--- src/rtl/strmi_pkg.sv ---
// Shared types and constants for the sparse-table range-minimum-index block.
// Holds the transfer payload structs, the sequencer state type and the control
// structs that pass between the sequencer and the datapath. No dependencies.
`default_nettype none

package strmi_pkg;

    localparam int unsigned IDX_W = 10;
    localparam int unsigned VAL_W = 32;

    localparam logic FUNC_LOAD  = 1'b0;
    localparam logic FUNC_QUERY = 1'b1;

    typedef logic signed [VAL_W-1:0] t_val;

    typedef struct packed {
        logic             func;
        logic signed [VAL_W-1:0] value;
        logic             last;
        logic [IDX_W-1:0] left_index;
        logic [IDX_W-1:0] right_index;
    } t_in;

    typedef struct packed {
        logic [IDX_W-1:0] min_index;
        logic             error;
    } t_out;

    typedef enum logic [3:0] {
        S_IDLE,
        S_B_LVL0,
        S_B_VAL0,
        S_B_CHK,
        S_B_TAB,
        S_B_VAL,
        S_Q_LEV,
        S_Q_RDA,
        S_Q_RDB,
        S_Q_VA,
        S_Q_VB,
        S_Q_CMP,
        S_EMIT
    } t_state;

    // Datapath status seen by the sequencer.
    typedef struct packed {
        logic in_fire;
        logic is_load;
        logic is_last;
        logic q_err;
        logic lvl_more;
        logic pos_more;
        logic out_free;
    } t_stat;

    // Step strobes from the sequencer to the datapath.
    typedef struct packed {
        logic busy;
        logic b_lvl0;
        logic b_val0;
        logic b_chk;
        logic b_tab;
        logic b_val;
        logic q_lev;
        logic q_rda;
        logic q_rdb;
        logic q_va;
        logic q_vb;
        logic q_cmp;
        logic emit;
    } t_ctl;

endpackage

`default_nettype wire

--- src/rtl/strmi_cmp.sv ---
// Shared signed compare unit of the range-minimum block.
// Used by both the table build and the query; depends on strmi_pkg.
`default_nettype none

module strmi_cmp (
    input  wire strmi_pkg::t_val i_a,
    input  wire strmi_pkg::t_val i_b,
    output logic                 o_less
);

    // Two's complement order: a strictly below b.
    assign o_less = (i_a < i_b);

endmodule

`default_nettype wire

--- config.mk ---
export PLATFORM = sky130hd
export DESIGN_NAME = strmi_cmp
export DESIGN_NICKNAME = d
export VERILOG_FILES = /design/src/rtl/strmi_pkg.sv /design/src/rtl/strmi_cmp.sv
export SDC_FILE = /design/constraint.sdc
export NUM_CORES = 1
export LEC_CHECK = 0
export BUFFER_PORTS_ARGS = -buffer_cell sky130_fd_sc_hd__buf_2
export CAP_MARGIN = 20
export CORE_AREA = 2 2 50 52
export DETAILED_ROUTE_END_ITERATION = 12
export DIE_AREA = 0 0 52 54
export PLACE_DENSITY = 0.86
export SLEW_MARGIN = 20
export SYNTH_ARGS = -nofsm -noshare
export SYNTH_HDL_FRONTEND = slang
export SYNTH_SLANG_ARGS = --single-unit
--- constraint.sdc ---
create_clock -name vclk -period 2.5
set_clock_uncertainty 0.15 [all_clocks]
set_input_delay 0.625 -clock vclk [all_inputs]
set_output_delay 0.625 -clock vclk [all_outputs]
set_load 0.01 [all_outputs]
After elaboration in Yosys (flattened, before gate mapping):

Index checks and enable logic that the tools add are counted.

* bits in writable memories: 0
* flip-flop bits (word level): 0
* output and inout bits: 1
* ROM bits: 0
* logic and storage cells: 1
* latch bits: 0
* memories: 0

* bitwise logic cells: 0
* div/mod/pow operators: 0
* $lt $le $gt $ge: 1
* $mul: 0
* add/sub/neg operators: 0
* shift-type cells: 0
* equality and inequality tests: 0
* reduce and logical (&&, ||, !) cells: 0
* mux-type cells: 0

Operators with widths (number)
* $lt 32x32->1: 1

Depth between registers and ports, before layout:

* word-level depth: 1
* gate-level depth with buffers: 8
* mapped depth without buffers: 8

Worst setup path before layout:

OpenSTA, ideal clock, no wires.

* path kind: in2out
* start point: in i_b[22]
* end point: out o_less
* data required time: 1725 ps
* path slack: -321 ps
* path buffers: 0
* arrival: 2046 ps
* stages on the path: 8
* cells stage by stage: inv_1 > ha_1 > a21oi_1 > a21boi_1 > o21bai_1 > a31oi_1 > or4b_1 > mux2i_1

* word-level cells in the longest chain between the ends: 1

RTL lines
* start, declared: RTL line strmi_cmp.sv:7 `input wire strmi_pkg::t_val i_b,`
* $lt 32x32->1: RTL line strmi_cmp.sv:12 `assign o_less = (i_a < i_b);`
* end, declared: RTL line strmi_cmp.sv:8 `output logic o_less`

No other way between the ends.

Worst setup path in the final report:

* start point: in i_b[28]
* end point: out o_less

The elaborated chain is that of the path after synthesis.

==> results.yml <==
timing:
  finalHoldViolations: 0
  hold_ws_ps: 1585
  slew_headroom_pct: 84.06
  max_freq_mhz: 340.5
  drv_slew: 0
  period_needed_ps: 2937
  worstMarginPinSlew_ps: 239.1
  fin_crit_sh_pct: 117.5
  setup_ws_ps: -436.7
  setup_tns_ps: -436.7
  rsz0062_at_grt: "true"
  finalSetupViolations: 1
global_route:
  grt_max_degree: 5
  grt_overflow_total: 0
  grt_pass1_vias: 951
  antenna_found_initial: 0
  grt_use_total_pct: 14.93
  grt_pass1_wl_um: 3312
detailed_routing:
  avgRoutedWirePerCell_um: 10.57
  drcViolationCount: 0
  viasPerCell: 4.626
  drt-initial-drc-count: 4
  wirelength_um: 2177
  via_count: 953
  dr.pass1.iters: 2
  postRouteAntennaNets: 0
setup_path:
  worst-path-max-fanout: 2
  critPathRequiredTime_ps: 1730
  end_kind: "output port"
  startpoint_type: "input port"
  cp.arrival_ps: 2160
  criticalPathCategory: "in2out"
die:
  fp.dieW_um: 52
  start_util_pct: 34.03
  die-area_um2: 2808
  num_io_pins: 65
  die_y_um: 54
  core-area_um2: 2320
  row_count: 18
final_layout:
  area_delta_synth_final_pct: 87.16
  fin_util_pct: 63.70
  ff_latch_area_um2: 0
  nFlopsAndLatches: 0
  drive_gt1_share_pct: 59.66
  clock_buffers: 0
  fin_cells: 206
  n_antenna_cell: 0
  final_cell_area_um2: 1478
  fillers: 203
  fin_nets: 273
logic_synthesis:
  synth_cell_types: 23
  syn_area_um2: 789.5
  syn_nets: 203
  yosys_warnings: 0
  syn_inst: 108
  yosysSeqAreaShare_pct: 0
  syn_avg_cell_area_um2: 7.310
clocking:
  postCtsHoldBufs: 0
  cts_setup_buffers: 0
place:
  dp_hpwl_um: 1902
  portBuffers: 65
  gp_congestion: 0.7010
  dp_slack_ps: -495.2
  post_dp_cell_area_um2: 1267
  placed_cells: 206
power_and_ir_drop:
  leakage_nw: 0.7917
  max-vdd-ir-drop_uv: 93.27
  total_power_mw: 0.2222
  powerDensity_nw_per_um2: 150.4
min_path:
  min_path_type: "in2out"
status:
  status: "complete, but fails checks"
  violations: "setup timing"
flow_run:
  max-cap-violations: 0
==> cells by family (layout without fill, tap and decap cells) <==
group | count (synthesis) | in the layout | synth area share, %
muxes | 1 | 1 | 1.268
AOI/OAI and AO/OA | 23 | 23 | 19.65
buffers and inverters | 31 | 99 | 14.74
and+or+nand+nor | 22 | 22 | 15.21
adders and majority gates | 31 | 31 | 49.13
==> Yosys cell counts <==
cell type,instances,area (um^2)
nor2_2,1,6.260
a21boi_1,1,7.510
mux2i_1,1,10.01
nand2_1,3,11.26
a21oi_1,8,40.04
a211o_1,1,8.760
o21bai_1,1,7.510
nand3_1,6,30.03
a31oi_1,2,12.51
ha_1,31,387.9
nand2b_1,1,6.260
inv_1,31,116.4
nand4_1,5,31.28
nor2_1,2,7.510
a211oi_2,1,12.51
o21ai_1,1,5.000
nor3_1,1,5.000
a311oi_2,1,15.01
a22o_1,1,8.760
and3_1,2,12.51
a21o_1,3,22.52
o21ai_0,3,15.01
or4b_1,1,10.01
==> cell usage in the layout (no fill, tap or decap), types with 3 or more instances in the layout <==
cell     Yosys  layout
a21o_1       3       3
a21oi_1      8       7
buf_2        0      57
buf_4        0       3
buf_6        0       7
ha_1        31      15
ha_4         0      16
inv_1       31      19
inv_2        0       8
nand2_1      3       3
nand3_1      6       5
nand4_1      5       5
==> critical path, cell delays in order <==
cell and delay, ps:
buf_8 110, inv_12 40, ha_4 170, and3_4 170, a22o_1 210, or4b_1 530, mux2i_2 150, buf_2 150
==> where the power goes <==
part | internal [mW] | total [mW] | switching (mW)
Sequential | 0 | 0 | 0
Clock | 0 | 0 | 0
Combinational | 0.126 | 0.222 | 0.0962
==> routing by layer <==
layer	global-route usage, %	share of wire (%)
met5	0	0
met4	0	0
met3	0.8333	7.4
met2	35.02	53
met1	14.40	39
==> worst paths after layout <==
path	slack, ps	to	start	cells after the start
setup / recovery	-440	o_less	i_b[28]	8
hold / removal	1580	o_less	i_a[30]	5
==> what timing repair did <==
item                       CTS  global route
setup endpoints to repair    1             1
pin swaps                    7            10
resized for setup           14            21
==> area by class of cell <==
| cell class | count | area, um^2 | area share (%) |
|---|---|---|---|
| inverters | 31 | 138.9 | 9.399 |
| multi-input cells | 77 | 899.6 | 60.88 |
| well taps | 30 | 37.54 | 2.540 |
| repair buffers | 68 | 401.6 | 27.18 |
(Power assumes the default switching activity.)
