==> config.mk <==
export PLATFORM = sky130hd
export DESIGN_NAME = strmi_ctrl
export DESIGN_NICKNAME = d
export VERILOG_FILES = /design/src/rtl/strmi_pkg.sv /design/src/rtl/strmi_ctrl.sv
export SDC_FILE = /design/constraint.sdc
export NUM_CORES = 1
export LEC_CHECK = 0
export BUFFER_PORTS_ARGS = -buffer_cell sky130_fd_sc_hd__clkbuf_2
export CAP_MARGIN = 20
export CORE_AREA = 2 2 39 41
export DETAILED_ROUTE_END_ITERATION = 12
export DIE_AREA = 0 0 41 43
export GPL_TIMING_DRIVEN = 0
export PLACE_DENSITY = 0.61
export SLEW_MARGIN = 20
export SYNTH_ARGS = -nofsm -noshare
export SYNTH_HDL_FRONTEND = slang
export SYNTH_SLANG_ARGS = --single-unit
==> constraint.sdc <==
create_clock -name i_clk -period 2.51 [get_ports i_clk]
set_clock_uncertainty 0.2 [all_clocks]
set_input_delay 0.502 -clock i_clk [delete_from_list [all_inputs] [get_ports i_clk]]
set_output_delay 0.502 -clock i_clk [all_outputs]
set_load 0.05 [all_outputs]
==> src/rtl/strmi_pkg.sv <==
// Shared types and constants for the sparse-table range-minimum-index block.
// Holds the transfer payload structs, the sequencer state type and the control
// structs that pass between the sequencer and the datapath. No dependencies.
`default_nettype none

package strmi_pkg;

    localparam int unsigned IDX_W = 10;
    localparam int unsigned VAL_W = 32;

    localparam logic FUNC_LOAD  = 1'b0;
    localparam logic FUNC_QUERY = 1'b1;

    typedef logic signed [VAL_W-1:0] t_val;

    typedef struct packed {
        logic             func;
        logic signed [VAL_W-1:0] value;
        logic             last;
        logic [IDX_W-1:0] left_index;
        logic [IDX_W-1:0] right_index;
    } t_in;

    typedef struct packed {
        logic [IDX_W-1:0] min_index;
        logic             error;
    } t_out;

    typedef enum logic [3:0] {
        S_IDLE,
        S_B_LVL0,
        S_B_VAL0,
        S_B_CHK,
        S_B_TAB,
        S_B_VAL,
        S_Q_LEV,
        S_Q_RDA,
        S_Q_RDB,
        S_Q_VA,
        S_Q_VB,
        S_Q_CMP,
        S_EMIT
    } t_state;

    // Datapath status seen by the sequencer.
    typedef struct packed {
        logic in_fire;
        logic is_load;
        logic is_last;
        logic q_err;
        logic lvl_more;
        logic pos_more;
        logic out_free;
    } t_stat;

    // Step strobes from the sequencer to the datapath.
    typedef struct packed {
        logic busy;
        logic b_lvl0;
        logic b_val0;
        logic b_chk;
        logic b_tab;
        logic b_val;
        logic q_lev;
        logic q_rda;
        logic q_rdb;
        logic q_va;
        logic q_vb;
        logic q_cmp;
        logic emit;
    } t_ctl;

endpackage

`default_nettype wire

==> src/rtl/strmi_ctrl.sv <==
// Sequencer of the range-minimum block: steps the build and query walks.
// Reads datapath status and drives one strobe per step; depends on strmi_pkg.
`default_nettype none

module strmi_ctrl (
    input  wire                   i_clk,
    input  wire                   i_rst_n,
    input  wire strmi_pkg::t_stat i_stat,
    output strmi_pkg::t_ctl       o_ctl
);

    strmi_pkg::t_state r_state;
    strmi_pkg::t_state n_state;

    always_ff @(posedge i_clk) begin
        if (!i_rst_n) begin
            r_state <= strmi_pkg::S_IDLE;
        end else begin
            r_state <= n_state;
        end
    end

    always_comb begin
        n_state = r_state;
        unique case (r_state)
            strmi_pkg::S_IDLE: begin
                if (i_stat.in_fire) begin
                    if (i_stat.is_load) begin
                        n_state = i_stat.is_last ? strmi_pkg::S_B_LVL0 : strmi_pkg::S_IDLE;
                    end else begin
                        n_state = i_stat.q_err ? strmi_pkg::S_EMIT : strmi_pkg::S_Q_LEV;
                    end
                end
            end
            strmi_pkg::S_B_LVL0: n_state = strmi_pkg::S_B_VAL0;
            strmi_pkg::S_B_VAL0: n_state = strmi_pkg::S_B_CHK;
            strmi_pkg::S_B_CHK: begin
                if (i_stat.lvl_more) begin
                    n_state = strmi_pkg::S_B_TAB;
                end else if (i_stat.pos_more) begin
                    n_state = strmi_pkg::S_B_LVL0;
                end else begin
                    n_state = strmi_pkg::S_IDLE;
                end
            end
            strmi_pkg::S_B_TAB: n_state = strmi_pkg::S_B_VAL;
            strmi_pkg::S_B_VAL: n_state = strmi_pkg::S_B_CHK;
            strmi_pkg::S_Q_LEV: n_state = strmi_pkg::S_Q_RDA;
            strmi_pkg::S_Q_RDA: n_state = strmi_pkg::S_Q_RDB;
            strmi_pkg::S_Q_RDB: n_state = strmi_pkg::S_Q_VA;
            strmi_pkg::S_Q_VA:  n_state = strmi_pkg::S_Q_VB;
            strmi_pkg::S_Q_VB:  n_state = strmi_pkg::S_Q_CMP;
            strmi_pkg::S_Q_CMP: n_state = strmi_pkg::S_EMIT;
            strmi_pkg::S_EMIT: begin
                if (i_stat.out_free) begin
                    n_state = strmi_pkg::S_IDLE;
                end
            end
            default: n_state = strmi_pkg::S_IDLE;
        endcase
    end

    always_comb begin
        o_ctl      = '0;
        o_ctl.busy = 1'b1;
        unique case (r_state)
            strmi_pkg::S_IDLE:   o_ctl.busy   = 1'b0;
            strmi_pkg::S_B_LVL0: o_ctl.b_lvl0 = 1'b1;
            strmi_pkg::S_B_VAL0: o_ctl.b_val0 = 1'b1;
            strmi_pkg::S_B_CHK:  o_ctl.b_chk  = 1'b1;
            strmi_pkg::S_B_TAB:  o_ctl.b_tab  = 1'b1;
            strmi_pkg::S_B_VAL:  o_ctl.b_val  = 1'b1;
            strmi_pkg::S_Q_LEV:  o_ctl.q_lev  = 1'b1;
            strmi_pkg::S_Q_RDA:  o_ctl.q_rda  = 1'b1;
            strmi_pkg::S_Q_RDB:  o_ctl.q_rdb  = 1'b1;
            strmi_pkg::S_Q_VA:   o_ctl.q_va   = 1'b1;
            strmi_pkg::S_Q_VB:   o_ctl.q_vb   = 1'b1;
            strmi_pkg::S_Q_CMP:  o_ctl.q_cmp  = 1'b1;
            strmi_pkg::S_EMIT:   o_ctl.emit   = 1'b1;
            default:             o_ctl.busy   = 1'b1;
        endcase
    end

endmodule

`default_nettype wire

# == After elaboration in Yosys (flattened, before gate mapping) ==
# Cells that the tools add are included.
# op_classes
n_eq_ne,14
muxes,21
reduce_logical,3
# ops
operator,count
$pmux W4 S12,1
$eq A4 B4 Y1 const B,5
$eq A4 B3 Y1 const B,4
$mux W4,4
$mux W1,15
$eq A4 B2 Y1 const B,2
$eq A4 B1 Y1 const B,1
$logic_not A4 Y1,1
$ne A2 B2 Y1 const B,2
$mux W3,1
$reduce_and A2 Y1,1
$reduce_or A2 Y1,1
# totals
reg_bits,4
inputBits,9
output_inout_bits,13
word_cells,39

# == Logic depth before layout (Yosys ltp) ==
# Gate-level depths: netlist (run 1).
# depth
word_depth,4
ltp_mapped,4
mapped_depth_nobuf,3

# == Least setup slack after synthesis (run 1) ==
# No wires, ideal clock.
# synth_path
kind,reg-to-output
startpoint,register r_state[0]
endpoint,output port o_ctl[11] (netlist name)
arrival_time_ps,1714
required_time_ps,1808
slack_ps,94
path_stages_with_launch,3
n_path_buf,0
cell_sequence,dfxtp_1 or2b_1 nor3_1
# synth_lines
element,line_no,source
start: declaration,strmi_ctrl.sv:12,strmi_pkg::t_state r_state;
start signal: assignment,strmi_ctrl.sv:17,r_state <= strmi_pkg::S_IDLE;
start signal: assignment,strmi_ctrl.sv:19,r_state <= n_state;
end: declaration,strmi_ctrl.sv:9,output strmi_pkg::t_ctl o_ctl

==> results by group, run 1 <==
Power
  • Sw power: between 0.0002 and 0.00025 W
  • Power Density: 919 nW/um^2
  • Int Power: between 0.0002 and 0.00025 W
  • Comb power frac: 0.603
  • Leakage power: 0.227 nW
  • Clk pwr share: 0.177
  • Worst vdd ir: 0.237 mV
  • Switching Fraction: 0.519
  • Register share of total power: 0.220
  • Power, Total: between 0.0004 and 0.0005 W

Clocking
  • Post-CTS sizing: 0
  • CTS Buf Count: 3
  • Root Buffer: clkbuf_4
  • H-tree depth: 1
  • Clock transition at the registers of the reported paths: 0.04 ns
  • Clock Path Buffers: 2
  • CTS tree: done
  • Clock Sinks: 4
  • Post-CTS Setup Bufs: 0
  • Hold_buf cts: 0
  • Worst-Skew Late Latency: 0.24 ns

Critical path
  • Crit path arrival time: 1.52 ns
  • Worst R2R Start: r_state[1]
  • Flop2flop setup slack: 0.94 ns
  • Crit Path Max Fanout: 10
  • Reg-to-reg endpoint: r_state[3]
  • WS Path Type: reg -> out
  • Data required time at the worst endpoint: 1.81 ns
  • Crit end category: primary output
  • R2r worst-path depth: 4
  • Nature of the critical path startpoint: flip-flop

Logic synthesis
  • Count leader, synth: nor2_1
  • Async set-reset flop share out of synthesis: 0
  • Flops & latches, synth: 4
  • Syn Inst Count: 49
  • Post-Syn Area: between 300 and 400 um^2
  • Unique masters post-synth: 24
  • Total number of yosys warnings: 0
  • Synthesized Nets: 58
  • Post-synth EDFFs: 0
  • Leading area contributor after synthesis: dfxtp_1
  • Post-synth top area share: 0.229
  • Avg Cell Area, Syn: 7.12 um^2
  • Synth top cells by count: nor2_1 (11), nand2b_1 (5), nor3_1 (5)
  • Top FF cell, synth: dfxtp_1
  • Seq/Total Area, Yosys: 0.229
  • Top post-synthesis cells by area: dfxtp_1 (23%), nor2_1 (12%), nand2b_1 (9.0%), nor3_1 (7.2%), o211ai_1 (4.3%)

Drt
  • Top Metal Used: met4
  • Number of routed nets with antenna violations: 0
  • Wire per inst: 10.8 um
  • Via Count: 439
  • # DRC: 0
  • Iter 0 DRT Violations: 9
  • Drt total wl: 962 um
  • Met2 wire length: 442 um
  • Avg Vias per Cell: 4.93
  • DR pass1 iterations: 4
  • Post-Route M1 WL: approximately 450 um
  • Metal3 WL: 46 um

Timing
  • Worst-margin pin slew: ~0.39 ns
  • Fin crit share: 0.886
  • Final Hold Viols: 0
  • Relative slew slack: 0.743
  • Fin. max-slew vios: 0
  • Fmax achieved: 450 MHz
  • Final TNS setup: 0 ns
  • Unrepaired setup endpoints after global routing: no
  • Final setup vio count: 0
  • Clock period minus worst slack: 2.22 ns

Placement
  • Final GP Congestion: 0.844
  • Port bufs: 21
  • DPL Wire Length: 742 um

Cells and area
  • Share of post-route cells with drive strength above 1: 0.397
  • Antenna cells: 0
  • Final net count: 84
  • Final Util: 0.359
  • Biggest regs: r_state (4)
  • Syn-to-layout area delta: 42.3%
  • Max FFs per register: 4
  • Reg with most FFs: r_state

Global route
  • All-layer global routing usage: 0.117
  • Vias in the first global route: approximately 330
  • Grt ovf: 0
  • Global-route wire length before repair: ~1400 um
  • Initial antenna violation count: 0
  • Largest net degree at the start of global routing: 11

Die
  • DIE HEIGHT: about 43 um
  • Die ar.: between 1500 and 2000 um^2
  • Initial core utilization: 0.252
  • Io pins: 22
  • # rows: 14
  • Die width: just over 40 um
  • Core area: 1380 um^2

Min path
  • Hold path cells: 2
  • Hold Path Origin: i_rst_n
  • Worst Hold Class: in -> reg
  • Hold EP: r_state[2]

Flow run
  • Max Cap Viol: 0

Status
  • Status: complete, no violations
## critical path, cell delays in order (launching register included)
cell	delay, ns
dfxtp_1	0.35
clkbuf_1	0.34
nand2_1	0.19
nor2_1	0.12
clkbuf_2	0.28
## cell type report
class / count / area [um^2]
clock buffer: 3 / 22.5
buffer: 3 / 12.5
fill: 155 / 887
timing repair buffer: 21 / 105
sequential: 4 / 80.1
multi-input combinational: 42 / 256
tap: 16 / 20.0
## worst max path at each step
stage	from	endpoint	slack (ns)	depth (start not counted)
after detailed placement	r_state[3]	o_ctl[0]	0.53	4
after global placement	r_state[3]	o_ctl[0]	0.53	4
after global routing	r_state[3]	o_ctl[0]	0.11	4
final	r_state[3]	o_ctl[0]	0.29	4
after CTS	r_state[3]	o_ctl[0]	0.27	4
after floorplan	r_state[0]	o_ctl[11]	0.09	2
## logic make-up (layout without fill, tap and decap cells)
kind of cell	count (synthesis)	count (layout)	synth area share
flip-flops	4	4	0.229
buffers and inverters	3	27	0.0358
AND/OR/NAND/NOR	30	30	0.462
AO/OA/AOI/OAI	12	12	0.272
## power groups by stage
| stage | logic, W | registers [W] | clock network [W] |
|---|---|---|---|
| floorplan | 0.000223 | 0.0000951 | 0 |
| CTS | 0.000276 | 0.000100 | 0.0000826 |
| detailed placement | 0.000276 | 0.000101 | 0 |
| finish | 0.000275 | 0.000100 | 0.0000808 |
| global placement | 0.000274 | 0.000100 | 0 |
| global route | 0.000296 | 0.000104 | 0.0000847 |
## layout by cell type (no fill, tap or decap)
cell type	count
clkbuf_2	21
nor2_1	11
nand2b_1	5
nor3_1	5
dfxtp_1	4
clkbuf_4	3
clkbuf_1	2
nand2_1	2
o21ai_0	2
o211ai_1	2
or2_1	1
buf_2	1
or2b_1	1
nand2_2	1
or4_4	1
o211ai_2	1
a211oi_1	1
or2_0	1
or4_1	1
o21ba_2	1
a31oi_1	1
or4bb_1	1
o31a_1	1
o21bai_1	1
a2bb2oi_1	1
o2bb2ai_1	1
## stage by stage
step	std cells	cell area [um^2]	setup slack, ns	hold WS (ns)
2_1_floorplan	49	349	0.0939	0.419
3_3_place_gp	86	474	0.532	0.496
3_5_place_dp	86	474	0.533	0.500
4_1_cts	89	497	0.274	0.316
5_1_grt	89	497	0.111	0.325
6_report	89	497	0.285	0.319
## metal layers
metal	track usage	vias up
li1	-	228
met4	0.0600	0
met1	0.154	192
met3	0.0157	2
met2	0.178	17
met5	0	-
(Power assumes the default switching activity.)
==> run 2, diff against run 1 <==
Settings changed: BUFFER_PORTS_ARGS -buffer_cell sky130_fd_sc_hd__clkbuf_2 to -buffer_cell sky130_fd_sc_hd__buf_2.
==> run 2 against run 1 <==
Compared with the run above:
- combinational power barely moved
- maximum frequency rose by 0.26%
- clock-buffer cell count did not move
- register-to-register slack got worse by 0.02 ns
- die area did not move
- via count fell by 2.5%
- critical endpoint unchanged
==> results by group, run 2 (same netlist as run 1, synthesis figures left out) <==
Status
  • Status: complete, no violations

Cells and area
  • Share of post-route cells with drive strength above 1: 0.397
  • Reg with most FFs: r_state
  • Syn-to-layout area delta: 42.3%
  • Commonest non-fill, non-tap cells in the layout: buf_2 (22), nor2_1 (11), nand2b_1 (5), nor3_1 (5), dfxtp_1 (4)
  • Most common cell after layout, fill and taps aside: buf_2
  • Layout fillers: between 150 and 200
  • Final instance area: between 400 and 500 um^2
  • Max FFs per register: 4
  • Final net count: 84
  • Biggest regs: r_state (4)
  • Antenna cells: 0

Placement
  • Placed cell areas: 474 um^2
  • Final GP Congestion: 0.827
  • DPL Wire Length: around 760 um
  • Pre-CTS setup slack: 0.526 ns
  • Port bufs: 21

Global route
  • Vias in the first global route: between 300 and 400
  • Largest net degree at the start of global routing: 11
  • Initial antenna violation count: 0
  • Grt ovf: 0
  • All-layer global routing usage: 0.123
  • Global-route wire length before repair: 1520 um

Clocking
  • Clock Sinks: 4
  • Hold_buf cts: 0
  • Worst-Skew Late Latency: around 0.24 ns
  • Clock transition at the registers of the reported paths: 0.04 ns
  • Post-CTS sizing: 0
  • Post-CTS Setup Bufs: 0
  • CTS tree: done
  • Root Buffer: clkbuf_4
  • Clock Path Buffers: 2
  • H-tree depth: 1
  • CTS Buf Count: 3

Timing
  • Worst-margin pin slew: 0.394 ns
  • Relative slew slack: 0.738
  • Final setup vio count: 0
  • Final Hold Viols: 0
  • WHS: 0.329 ns
  • Final TNS setup: 0 ns
  • Fin crit share: 0.884
  • Final worst setup slack: 0.291 ns
  • Fin. max-slew vios: 0
  • Fmax achieved: 451 MHz
  • Unrepaired setup endpoints after global routing: no
  • Clock period minus worst slack: 2.22 ns

Critical path
  • Nature of the critical path startpoint: flip-flop
  • R2r worst-path depth: 4
  • CP top delay family: buffers and inverters
  • Data required time at the worst endpoint: around 1.8 ns
  • WS Path Type: reg -> out
  • Slowest library cell on the worst path: dfxtp_1
  • Bufs and invs on worst path: 2
  • Crit end category: primary output
  • Crit Path Max Fanout: 10
  • Total stage count of the critical path: 4
  • Largest stage delay on the critical path: 0.36 ns
  • Critical-path cell list: clkbuf_1 > nand2_1 > nor2_1 > buf_2
  • Crit path arrival time: approximately 1.5 ns

Drt
  • Avg Vias per Cell: roughly 4.8
  • # DRC: 0
  • Iter 0 DRT Violations: 3
  • Via Count: 428
  • Wire per inst: ~11 um
  • DR pass1 iterations: 4
  • Drt total wl: a little over 1000 um
  • Number of routed nets with antenna violations: 0

Power
  • Power, Total: 0.000460 W
  • Worst vdd ir: 0.268 mV
  • Power Density: 925 nW/um^2
  • Leakage power: 0.235 nW

Min path
  • Hold path cells: 2
  • Worst Hold Class: in -> reg

Flow run
  • Max Cap Viol: 0

Die
  • DIE HEIGHT: ~43 um
  • Die width: 41 um
  • Core area: 1380 um^2
  • # rows: 14
  • Initial core utilization: 0.252
  • Die ar.: 1760 um^2
  • Io pins: 22
[run 2: power by group]
part	internal, W	leakage, nW	switching [W]
sequential	0.0000783	0.0328	0.0000218
combinational	0.0000886	0.189	0.000189
clock	0.0000536	0.0138	0.0000286
[run 2: through the flow]
stage                      util  std cells
after floorplan               -         49
after global placement    0.343         86
after CTS                 0.359         89
after detailed placement  0.343         86
final                     0.359         89
after global routing      0.359         89
[run 2: layout make-up]
class / count / area [um^2] / share of cell area
plain buffers: 3 / 12.5 / 0.0252
repair buffers: 21 / 105 / 0.212
well taps: 16 / 20.0 / 0.0403
clock buffers: 3 / 22.5 / 0.0453
multi-input cells: 42 / 256 / 0.516
flip-flops and latches: 4 / 80.1 / 0.161
[run 2: worst paths after layout]
path | start | to | slack (ns)
worst max-delay path | r_state[3] | o_ctl[0] | 0.29
worst min-delay path | i_rst_n | r_state[2] | 0.33
worst max register to register | r_state[3] | r_state[3] | 0.92
worst min register to register | r_state[2] | r_state[1] | 0.50
[run 2: routing by layer]
| layer | routed length [um] | GRT usage |
|---|---|---|
| met5 | 0 | 0 |
| met2 | 469 | 0.188 |
| met1 | 470 | 0.154 |
| met3 | 62 | 0.0314 |
| met4 | 19 | 0.0600 |
